$ cat src/hdl/thermal_print_line_sequencer_unit_macros.svh
// Assertion macros used by the thermal print line sequencer top level.
`ifndef THERMAL_PRINT_LINE_SEQUENCER_UNIT_MACROS_SVH
`define THERMAL_PRINT_LINE_SEQUENCER_UNIT_MACROS_SVH

// Same-cycle implication, checked on every rising edge outside reset.
`define TPLS_ASSERT_IMPL(label, clk, rst_n, ante, cons) \
  label: assert property (@(posedge clk) disable iff (!rst_n) (ante) |-> (cons)) \
    else $error("tpls check failed");

// Next-cycle implication, checked on every rising edge outside reset.
`define TPLS_ASSERT_NEXT(label, clk, rst_n, ante, cons) \
  label: assert property (@(posedge clk) disable iff (!rst_n) (ante) |=> (cons)) \
    else $error("tpls check failed");

`endif

$ cat src/hdl/tpls_pkg.sv
// Types and constants of the thermal print line sequencer.
package tpls_pkg;

  localparam int unsigned OPCODE_W        = 2;
  localparam int unsigned FEED_W          = 16;
  localparam int unsigned FEED_CNT_W      = FEED_W + 1;
  localparam int unsigned TICK_W          = 5;
  localparam int unsigned PHASE_W         = 2;
  localparam int unsigned FRAME_TICKS_DEF = 16;

  // Frame ticks at which the motor steps, and the two ticks that follow each.
  localparam logic [TICK_W-1:0] TICK_STEP_A  = TICK_W'(1);
  localparam logic [TICK_W-1:0] TICK_S2_A    = TICK_W'(2);
  localparam logic [TICK_W-1:0] TICK_IDLE_A  = TICK_W'(3);
  localparam logic [TICK_W-1:0] TICK_STEP_B  = TICK_W'(9);
  localparam logic [TICK_W-1:0] TICK_S2_B    = TICK_W'(10);
  localparam logic [TICK_W-1:0] TICK_IDLE_B  = TICK_W'(11);

  typedef enum logic [OPCODE_W-1:0] {
    OP_TICK = 2'd0,
    OP_LINE = 2'd1,
    OP_FEED = 2'd2
  } opcode_e;

  typedef struct packed {
    logic [OPCODE_W-1:0] opcode;
    logic [FEED_W-1:0]   feed_lines;
    logic                paper_out;
  } tpls_item_t;

  typedef struct packed {
    logic phase_a;
    logic phase_b;
    logic motor_enable;
    logic strobe_one;
    logic strobe_two;
    logic latch_pulse;
    logic busy_res;
  } tpls_res_t;

endpackage

$ cat src/hdl/tpls_if.sv
// Handshake channels of the sequencer: command items in, pin level items out.
interface tpls_in_if import tpls_pkg::*; ();
  logic                valid;
  logic                ready;
  logic [OPCODE_W-1:0] opcode;
  logic [FEED_W-1:0]   feed_lines;
  logic                paper_out;

  modport source (output valid, output opcode, output feed_lines, output paper_out,
                  input ready);
  modport sink   (input valid, input opcode, input feed_lines, input paper_out,
                  output ready);
endinterface

interface tpls_out_if import tpls_pkg::*; ();
  logic valid;
  logic ready;
  logic phase_a;
  logic phase_b;
  logic motor_enable;
  logic strobe_one;
  logic strobe_two;
  logic latch_pulse;
  logic busy_res;

  modport source (output valid, output phase_a, output phase_b, output motor_enable,
                  output strobe_one, output strobe_two, output latch_pulse,
                  output busy_res, input ready);
  modport sink   (input valid, input phase_a, input phase_b, input motor_enable,
                  input strobe_one, input strobe_two, input latch_pulse,
                  input busy_res, output ready);
endinterface

$ cat src/hdl/thermal_print_line_sequencer_unit.sv
// Top level of the thermal print line sequencer: handshakes, item and result registers.
// Path: an accepted item is held in the item register, and its result is then registered
// in the result register and offered from there; an output stall can hold it in between.
// Throughput: one item per cycle unless the output stalls; tpls_ctrl steps once per item.
// Reset: rst_ni is asynchronous and active low; it empties both registers, parks the
// motor at phase index zero, clears the pin state in tpls_ctrl, sets the half-rate toggle.
`include "thermal_print_line_sequencer_unit_macros.svh"

module thermal_print_line_sequencer_unit import tpls_pkg::*; #(
  parameter int unsigned FRAME_TICKS = FRAME_TICKS_DEF
) (
  input  logic    clk_i,
  input  logic    rst_ni,
  tpls_in_if.sink    in_i,
  tpls_out_if.source out_o
);

  // Item register: holds the accepted item until the state logic consumes it.
  tpls_item_t item_q;
  logic       item_vld_q;

  // Result register: holds the pin levels until the downstream side takes them.
  tpls_res_t  res_q;
  tpls_res_t  res_d;
  logic       res_vld_q;

  logic       res_free;
  logic       advance;
  logic       in_fire;

  // The result register can load when it is empty or is being emptied this cycle.
  assign res_free = ~res_vld_q | out_o.ready;
  // The held item is consumed, and the state moves on, whenever the result can load.
  assign advance  = item_vld_q & res_free;
  // A new item is taken while the item register is empty or is being drained, so
  // items flow at one per cycle while the result side keeps taking them. While a
  // result waits, one more item can still be taken into an empty item register, and
  // after that the input stalls for as long as the result keeps waiting.
  assign in_i.ready = ~item_vld_q | advance;
  assign in_fire    = in_i.valid & in_i.ready;

  always_ff @(posedge clk_i or negedge rst_ni) begin
    if (!rst_ni) begin
      item_vld_q <= 1'b0;
    end else if (in_i.ready) begin
      item_vld_q <= in_i.valid;
    end
  end

  always_ff @(posedge clk_i) begin
    if (in_fire) begin
      item_q.opcode     <= in_i.opcode;
      item_q.feed_lines <= in_i.feed_lines;
      item_q.paper_out  <= in_i.paper_out;
    end
  end

  // All sequencing state lives here and is updated once per consumed item.
  tpls_ctrl #(
    .FRAME_TICKS(FRAME_TICKS)
  ) u_ctrl (
    .clk_i (clk_i),
    .rst_ni(rst_ni),
    .step_i(advance),
    .item_i(item_q),
    .res_o (res_d)
  );

  always_ff @(posedge clk_i or negedge rst_ni) begin
    if (!rst_ni) begin
      res_vld_q <= 1'b0;
    end else if (res_free) begin
      res_vld_q <= item_vld_q;
    end
  end

  always_ff @(posedge clk_i) begin
    if (advance) begin
      res_q <= res_d;
    end
  end

  assign out_o.valid        = res_vld_q;
  assign out_o.phase_a      = res_q.phase_a;
  assign out_o.phase_b      = res_q.phase_b;
  assign out_o.motor_enable = res_q.motor_enable;
  assign out_o.strobe_one   = res_q.strobe_one;
  assign out_o.strobe_two   = res_q.strobe_two;
  assign out_o.latch_pulse  = res_q.latch_pulse;
  assign out_o.busy_res     = res_q.busy_res;

  // A latch always opens a frame, so the same result must report the block busy.
  `TPLS_ASSERT_IMPL(a_latch_busy, clk_i, rst_ni, out_o.valid && out_o.latch_pulse, out_o.busy_res)
  // The two strobe groups are never driven together.
  `TPLS_ASSERT_IMPL(a_strobe_excl, clk_i, rst_ni, out_o.valid, !(out_o.strobe_one && out_o.strobe_two))
  // Input back-pressure only arises from a full pipe behind a stalled output.
  `TPLS_ASSERT_IMPL(a_ready_cause, clk_i, rst_ni, !in_i.ready, item_vld_q && out_o.valid && !out_o.ready)

endmodule

$ cat src/hdl/tpls_ctrl.sv
// Sequencer state and the per-item next-state and pin level logic.
module tpls_ctrl import tpls_pkg::*; #(
  parameter int unsigned FRAME_TICKS = FRAME_TICKS_DEF
) (
  input  logic       clk_i,
  input  logic       rst_ni,
  input  logic       step_i,
  input  tpls_item_t item_i,
  output tpls_res_t  res_o
);

  logic [PHASE_W-1:0]    phase_q, phase_d;
  logic [TICK_W-1:0]     tick_q, tick_d, tick_inc;
  logic                  armed_q, armed_d;
  logic                  feed_q, feed_d;
  logic [FEED_CNT_W-1:0] cnt_q, cnt_d;
  logic [FEED_W-1:0]     target_q, target_d;
  logic                  toggle_q, toggle_d;
  logic                  pin_a_q, pin_a_d, pin_b_q, pin_b_d, pin_en_q, pin_en_d;
  logic                  pin_s1_q, pin_s1_d, pin_s2_q, pin_s2_d;
  logic                  latch;
  logic                  step_a, step_b;
  logic [PHASE_W-1:0]    phase_inc;

  // Full-step table: index 0 drives A only, 1 both, 2 B only, 3 neither.
  assign step_a    = ~phase_q[1];
  assign step_b    = phase_q[1] ^ phase_q[0];
  assign phase_inc = phase_q + 1'b1;
  assign tick_inc  = tick_q + 1'b1;

  always_comb begin
    phase_d  = phase_q;
    tick_d   = tick_q;
    armed_d  = armed_q;
    feed_d   = feed_q;
    cnt_d    = cnt_q;
    target_d = target_q;
    toggle_d = toggle_q;
    pin_a_d  = pin_a_q;
    pin_b_d  = pin_b_q;
    pin_en_d = pin_en_q;
    pin_s1_d = pin_s1_q;
    pin_s2_d = pin_s2_q;
    latch    = 1'b0;
    case (opcode_e'(item_i.opcode))
      OP_TICK: begin
        if (feed_q) begin
          // Feeding acts on every other tick only.
          toggle_d = ~toggle_q;
          if (toggle_q) begin
            if (cnt_q > {1'b0, target_q}) begin
              pin_en_d = 1'b0;
              cnt_d    = '0;
              feed_d   = 1'b0;
            end else begin
              pin_a_d  = step_a;
              pin_b_d  = step_b;
              phase_d  = phase_inc;
              pin_en_d = 1'b1;
              cnt_d    = cnt_q + 1'b1;
            end
          end
        end else if ((tick_q == '0) && (!armed_q || item_i.paper_out)) begin
          pin_s1_d = 1'b0;
          pin_s2_d = 1'b0;
          pin_en_d = 1'b0;
        end else begin
          if (tick_q == '0) begin
            armed_d = 1'b0;
            latch   = 1'b1;
          end
          case (tick_inc)
            TICK_STEP_A, TICK_STEP_B: begin
              pin_a_d  = step_a;
              pin_b_d  = step_b;
              phase_d  = phase_inc;
              pin_en_d = 1'b1;
              pin_s2_d = 1'b0;
              pin_s1_d = 1'b1;
            end
            TICK_S2_A, TICK_S2_B: begin
              pin_s2_d = 1'b1;
              pin_s1_d = 1'b0;
            end
            TICK_IDLE_A, TICK_IDLE_B: begin
              pin_s2_d = 1'b0;
              pin_s1_d = 1'b0;
              pin_en_d = 1'b0;
            end
            default: begin
            end
          endcase
          tick_d = (tick_inc >= TICK_W'(FRAME_TICKS)) ? '0 : tick_inc;
        end
      end
      OP_LINE: begin
        armed_d = 1'b1;
      end
      OP_FEED: begin
        target_d = item_i.feed_lines;
        feed_d   = 1'b1;
      end
      default: begin
      end
    endcase
  end

  always_ff @(posedge clk_i or negedge rst_ni) begin
    if (!rst_ni) begin
      phase_q  <= '0;
      tick_q   <= '0;
      armed_q  <= 1'b0;
      feed_q   <= 1'b0;
      cnt_q    <= '0;
      target_q <= '0;
      toggle_q <= 1'b1;
      pin_a_q  <= 1'b0;
      pin_b_q  <= 1'b0;
      pin_en_q <= 1'b0;
      pin_s1_q <= 1'b0;
      pin_s2_q <= 1'b0;
    end else if (step_i) begin
      phase_q  <= phase_d;
      tick_q   <= tick_d;
      armed_q  <= armed_d;
      feed_q   <= feed_d;
      cnt_q    <= cnt_d;
      target_q <= target_d;
      toggle_q <= toggle_d;
      pin_a_q  <= pin_a_d;
      pin_b_q  <= pin_b_d;
      pin_en_q <= pin_en_d;
      pin_s1_q <= pin_s1_d;
      pin_s2_q <= pin_s2_d;
    end
  end

  assign res_o.phase_a      = pin_a_d;
  assign res_o.phase_b      = pin_b_d;
  assign res_o.motor_enable = pin_en_d;
  assign res_o.strobe_one   = pin_s1_d;
  assign res_o.strobe_two   = pin_s2_d;
  assign res_o.latch_pulse  = latch;
  assign res_o.busy_res     = feed_d | (tick_d != '0);

endmodule

$ cat src/flat_wrapper.sv
// flat-port wrapper written by rule: the top's interface ports become plain ports
module thermal_print_line_sequencer_unit_flat import tpls_pkg::*;
#(
  parameter int unsigned FRAME_TICKS = FRAME_TICKS_DEF
)
  (clk_i, rst_ni, in_i_valid, in_i_opcode, in_i_feed_lines, in_i_paper_out, in_i_ready, out_o_valid, out_o_phase_a, out_o_phase_b, out_o_motor_enable, out_o_strobe_one, out_o_strobe_two, out_o_latch_pulse, out_o_busy_res, out_o_ready);
  tpls_in_if in_i_i ();
  tpls_out_if out_o_i ();
  input  logic clk_i;
  input  logic rst_ni;
  input wire logic [$bits(in_i_i.valid)-1:0] in_i_valid;
  input wire logic [$bits(in_i_i.opcode)-1:0] in_i_opcode;
  input wire logic [$bits(in_i_i.feed_lines)-1:0] in_i_feed_lines;
  input wire logic [$bits(in_i_i.paper_out)-1:0] in_i_paper_out;
  output wire logic [$bits(in_i_i.ready)-1:0] in_i_ready;
  output wire logic [$bits(out_o_i.valid)-1:0] out_o_valid;
  output wire logic [$bits(out_o_i.phase_a)-1:0] out_o_phase_a;
  output wire logic [$bits(out_o_i.phase_b)-1:0] out_o_phase_b;
  output wire logic [$bits(out_o_i.motor_enable)-1:0] out_o_motor_enable;
  output wire logic [$bits(out_o_i.strobe_one)-1:0] out_o_strobe_one;
  output wire logic [$bits(out_o_i.strobe_two)-1:0] out_o_strobe_two;
  output wire logic [$bits(out_o_i.latch_pulse)-1:0] out_o_latch_pulse;
  output wire logic [$bits(out_o_i.busy_res)-1:0] out_o_busy_res;
  input wire logic [$bits(out_o_i.ready)-1:0] out_o_ready;
  assign in_i_i.valid = in_i_valid;
  assign in_i_i.opcode = in_i_opcode;
  assign in_i_i.feed_lines = in_i_feed_lines;
  assign in_i_i.paper_out = in_i_paper_out;
  assign in_i_ready = in_i_i.ready;
  assign out_o_valid = out_o_i.valid;
  assign out_o_phase_a = out_o_i.phase_a;
  assign out_o_phase_b = out_o_i.phase_b;
  assign out_o_motor_enable = out_o_i.motor_enable;
  assign out_o_strobe_one = out_o_i.strobe_one;
  assign out_o_strobe_two = out_o_i.strobe_two;
  assign out_o_latch_pulse = out_o_i.latch_pulse;
  assign out_o_busy_res = out_o_i.busy_res;
  assign out_o_i.ready = out_o_ready;
  thermal_print_line_sequencer_unit #(.FRAME_TICKS(FRAME_TICKS)) u_core (.clk_i(clk_i), .rst_ni(rst_ni), .in_i(in_i_i), .out_o(out_o_i));
endmodule
$ cat config.mk
export PLATFORM = sky130hd
export DESIGN_NAME = thermal_print_line_sequencer_unit_flat
export DESIGN_NICKNAME = d
export VERILOG_FILES = /design/src/hdl/tpls_pkg.sv /design/src/hdl/tpls_if.sv /design/src/hdl/thermal_print_line_sequencer_unit.sv /design/src/hdl/tpls_ctrl.sv /design/src/flat_wrapper.sv
export VERILOG_INCLUDE_DIRS = /design/src /design/src/hdl
export SDC_FILE = /design/constraint.sdc
export NUM_CORES = 1
export LEC_CHECK = 0
export ABC_AREA = 0
export BUFFER_PORTS_ARGS = -buffer_cell sky130_fd_sc_hd__buf_4
export CAP_MARGIN = 0
export CELL_PAD_IN_SITES_DETAIL_PLACEMENT = 0
export CELL_PAD_IN_SITES_GLOBAL_PLACEMENT = 1
export CORE_UTILIZATION = 48
export DETAILED_ROUTE_END_ITERATION = 10
export GPL_TIMING_DRIVEN = 1
export PLACE_DENSITY_LB_ADDON = 0.1
export SLEW_MARGIN = 20
export SYNTH_ARGS = -nofsm -noshare
export SYNTH_HDL_FRONTEND = slang
export SYNTH_SLANG_ARGS = --single-unit
$ cat constraint.sdc
create_clock -name clk_i -period 3.17 [get_ports clk_i]
set_input_delay 0.4755 -clock clk_i [delete_from_list [all_inputs] [get_ports clk_i]]
set_output_delay 0.4755 -clock clk_i [all_outputs]
set_load 0.03 [all_outputs]
==> metrics.md <==
| Metric | Value |
|---|---|
| CP Capture Type | `flop` |
| Layout cell share with drive strength beyond 1 | `0.221` |
| Final Core Density | `0.568` |
| Total Nets Final | `424` |
| Post-Layout Cell Count | `487` |
| Dominant cell type by area after synthesis | `dfrtp_1` |
| # resized after CTS | `0` |
| Critical Path RT | `3.25 ns` |
| Global-route wire length before repair | `12600 um` |
| Seq/Total Area, Yosys | `0.529` |
| Slew @ Worst Pin | `0.826 ns` |
| CTS tree | `yes` |
| Pleak | `0.00190 uW` |
| Final wirelength | `roughly 7500 um` |
| Antenna violations before repair | `0` |
| Async set or reset register ratio after synthesis | `0.658` |
| H-tree Lvls | `3` |
| Clock input transition at the sequential cells of the worst setup and hold paths | `0.10 ns` |
| Met1 GRT Util | `0.288` |
| Initial DRT Pass Iterations | `4` |
| EDFF count, synth | `26` |
| Initial Util | `0.497` |
| Core area | `a little under 8000 um^2` |
| DRC Markers | `0` |
| Net count after synthesis | `about 390` |
| Min Hold Slack | `0.138 ns` |
| Max FO, Critical Path | `7` |
| Layout area overhead | `14.2%` |
| Crit path DAT | `roughly 2.9 ns` |
| CTS Buf Count | `9` |
| Unrepaired setup endpoints after global routing | `no` |
| Crit-path cells | `inv_1 -> ha_1 -> or4b_1 -> or2_2 -> nand3_1 -> mux2_2 -> a22oi_1 -> o311ai_0` |
| Ys Warns | `0` |
| Yosys reg bits | `76` |
| Met3 usage | `0.0444` |
| CP peak stage delay | `0.52 ns` |
| Pin count of the biggest net entering global routing | `51` |
| Register area | `2030 um^2` |
| # clock sinks | `76` |
| Slew Viols, Final | `0` |
| Post-synth top area share | `0.319` |
| Slew headroom | `0.449` |
| Bufs and invs on worst path | `1` |
| Area of the mapped netlist | `3840 um^2` |
| Io pins | `32` |
| Row cnt | `32` |
| Ant diodes | `0` |
| Cell variety after synth | `between 50 and 60` |
| Max-capacitance violation count | `0` |
| Post-Synthesis Cells | `344` |
| IO buf count | `31` |
| Fin crit share | `0.893` |
| Post-DP HPWL | `5310 um` |
| Crit path time final | `2.83 ns` |
| Crit-path slowest cell | `or4b_1` |
| Synth Flop Type | `dfrtp_1` |
| Filler instances | `668` |
| Flop pwr share | `0.474` |
| Combinational group share of total power | `0.260` |
| Clock Latency Late Sink | `0.36 ns` |
| Antenna Nets Post-Route | `0` |
| Worst VDD drop | `0.000415 V` |
| Worst Hold Class | `input port to asynchronous set/reset pin` |
| Switching Share | `0.341` |
| Longest Clk Path Bufs | `2` |
| Final hold vios | `0` |
| Die span in x | `91.5 um` |
| Status | `complete, no violations` |
| Top cells by area, synth | `dfrtp_1 (32%), edfxtp_1 (20%), ha_1 (6.8%), mux2_2 (5.6%), nand2_1 (2.6%)` |
| Startpoint types | `flop` |
| Fmax | `about 0.35 GHz` |
| Switching pwr | `between 1000 and 1500 uW` |
| Clock root buffer | `clkbuf_8` |
| Top Usage Layer GRT | `met1` |
| Kind of cell adding the most delay to the critical path | `simple AND/OR/NAND/NOR gates` |
| Met2 Use GR | `0.281` |
| Area of the die | `8370 um^2` |
| Clock skew | `0.0202 ns` |
| Setup Fix Bufs, Post-CTS | `0` |
| Dpl cells | `471` |
| Grt total ovfl | `0` |
| Mean Syn Cell Area | `11.2 um^2` |
| Total GRT Usage | `0.194` |
| Via density per instance | `roughly 5.4` |
| Overall via count from detail_route | `approximately 2600` |
| Clock share of power | `0.266` |
| Top cells by count, synth | `dfrtp_1 (49), nand2_1 (27), edfxtp_1 (26), inv_1 (26), nor2_1 (24)` |
| WS Path Type | `flop to flop` |
| Most frequent cell after synthesis | `dfrtp_1` |
| DR WL/cell | `between 15 and 20 um` |
| Final setup fails | `0` |
| Gpl congestion | `0.836` |
| Power Dens Cells | `668 nW/um^2` |
| Setup tns final | `0 ns` |
| Area of the multi-input gates | `1670 um^2` |
| Initial DRC count | `109` |
| Int Pwr | `1930 uW` |
| Post-CTS Hold Buffers | `0` |
| Vias in the first global route | `2559` |
| Die Ht | `91.5 um` |
## registers in the layout, summed over array words and instances (netlist names), 2 cells and up
register,flops
u_core.u_ctrl.target_q,16
u_core.u_ctrl.cnt_q,17
u_core.u_ctrl.tick_q,5
u_core.item_q,19
u_core.u_ctrl.phase_q,2
## layout make-up
cell class              count  share of cell area
clock inverters             7              0.0185
clock buffers               9              0.0282
repair buffers             34              0.0582
inverters                  27              0.0231
multi-input cells         232               0.380
well taps                 102              0.0291
flip-flops and latches     76               0.463
## worst reg2reg max path: cells and delay by family, from the launching register on
family                     cells  cell delay [ns]
AOI/OAI and AO/OA              2             0.36
adders and majority gates      1             0.23
buffers and inverters          1             0.13
DFF                            1             0.46
muxes                          1             0.35
and+or+nand+nor                3             1.05
## cell usage in the layout (no fill, tap or decap), types with 3 or more instances in the layout
| cell | n |
|---|---|
| xor2_1 | 11 |
| buf_4 | 34 |
| inv_1 | 26 |
| nor3_1 | 7 |
| ha_1 | 21 |
| and2_1 | 3 |
| edfxtp_1 | 26 |
| nand3_1 | 10 |
| a22o_1 | 3 |
| nand2_1 | 27 |
| nor2_1 | 24 |
| nand2b_1 | 4 |
| xnor2_1 | 7 |
| a21oi_1 | 12 |
| clkbuf_8 | 9 |
| nand4_1 | 4 |
| dfrtp_1 | 49 |
| o211ai_1 | 5 |
| nor2b_1 | 5 |
| and3_1 | 4 |
| nor2_2 | 5 |
| a21o_1 | 4 |
| a22oi_1 | 5 |
| mux2_2 | 19 |
| inv_6 | 3 |
| o21ai_0 | 13 |
## stage by stage
| stage | cell area (um^2) | setup WS [ns] | power (uW) |
|---|---|---|---|
| final | 4390 | 0.339 | 2930 |
| after global routing | 4390 | 0.141 | 3120 |
| after CTS | 4390 | 0.379 | 2940 |
| after detailed placement | 4180 | 0.390 | 2170 |
| after global placement | 4180 | 0.461 | 2150 |
| after floorplan | 3840 | 0.618 | 1940 |
## power by group through the flow
| stage | registers [uW] | clock network [uW] | logic [uW] |
|---|---|---|---|
| 2_1_floorplan | 1380 | 0 | 557 |
| 3_3_place_gp | 1400 | 0 | 749 |
| 3_5_place_dp | 1410 | 0 | 762 |
| 4_1_cts | 1390 | 792 | 764 |
| 5_1_grt | 1420 | 834 | 870 |
| 6_report | 1390 | 781 | 761 |
## logic make-up (layout without fill, tap and decap cells)
family,Yosys count,count (layout),synth area share
simple gates,111,111,0.155
flops,76,76,0.529
compound gates,63,63,0.114
buf+inv,36,77,0.0374
fa+ha+maj,21,21,0.0684
mux,19,19,0.0557
xor+xnor,18,18,0.0410
## metal layers
| metal | up-vias | part of all wire |
|---|---|---|
| met5 | - | 0 |
| met4 | 0 | 0.010 |
| met3 | 6 | 0.035 |
| met2 | 51 | 0.42 |
| met1 | 1271 | 0.53 |
| li1 | 1311 | - |
## path summary, 6_finish.rpt
kind | start | slack (ns) | endpoint | cells after the start
worst max-delay path | u_core.u_ctrl.tick_q[0] | 0.34 | u_core.out_o.phase_b | 8
worst min-delay path | rst_ni | 0.14 | u_core.u_ctrl.cnt_q[9] | 1
worst max register to register | u_core.u_ctrl.tick_q[0] | 0.34 | u_core.out_o.phase_b | 8
worst min register to register | u_core.item_q[8] | 0.47 | u_core.u_ctrl.target_q[7] | 1
max in group asynchronous | rst_ni | 2.57 | u_core.item_vld_q | 1
min in group clk_i | in_i_feed_lines[15] | 0.29 | u_core.item_q[16] | 1
Power figures use the tool's default switching activity.
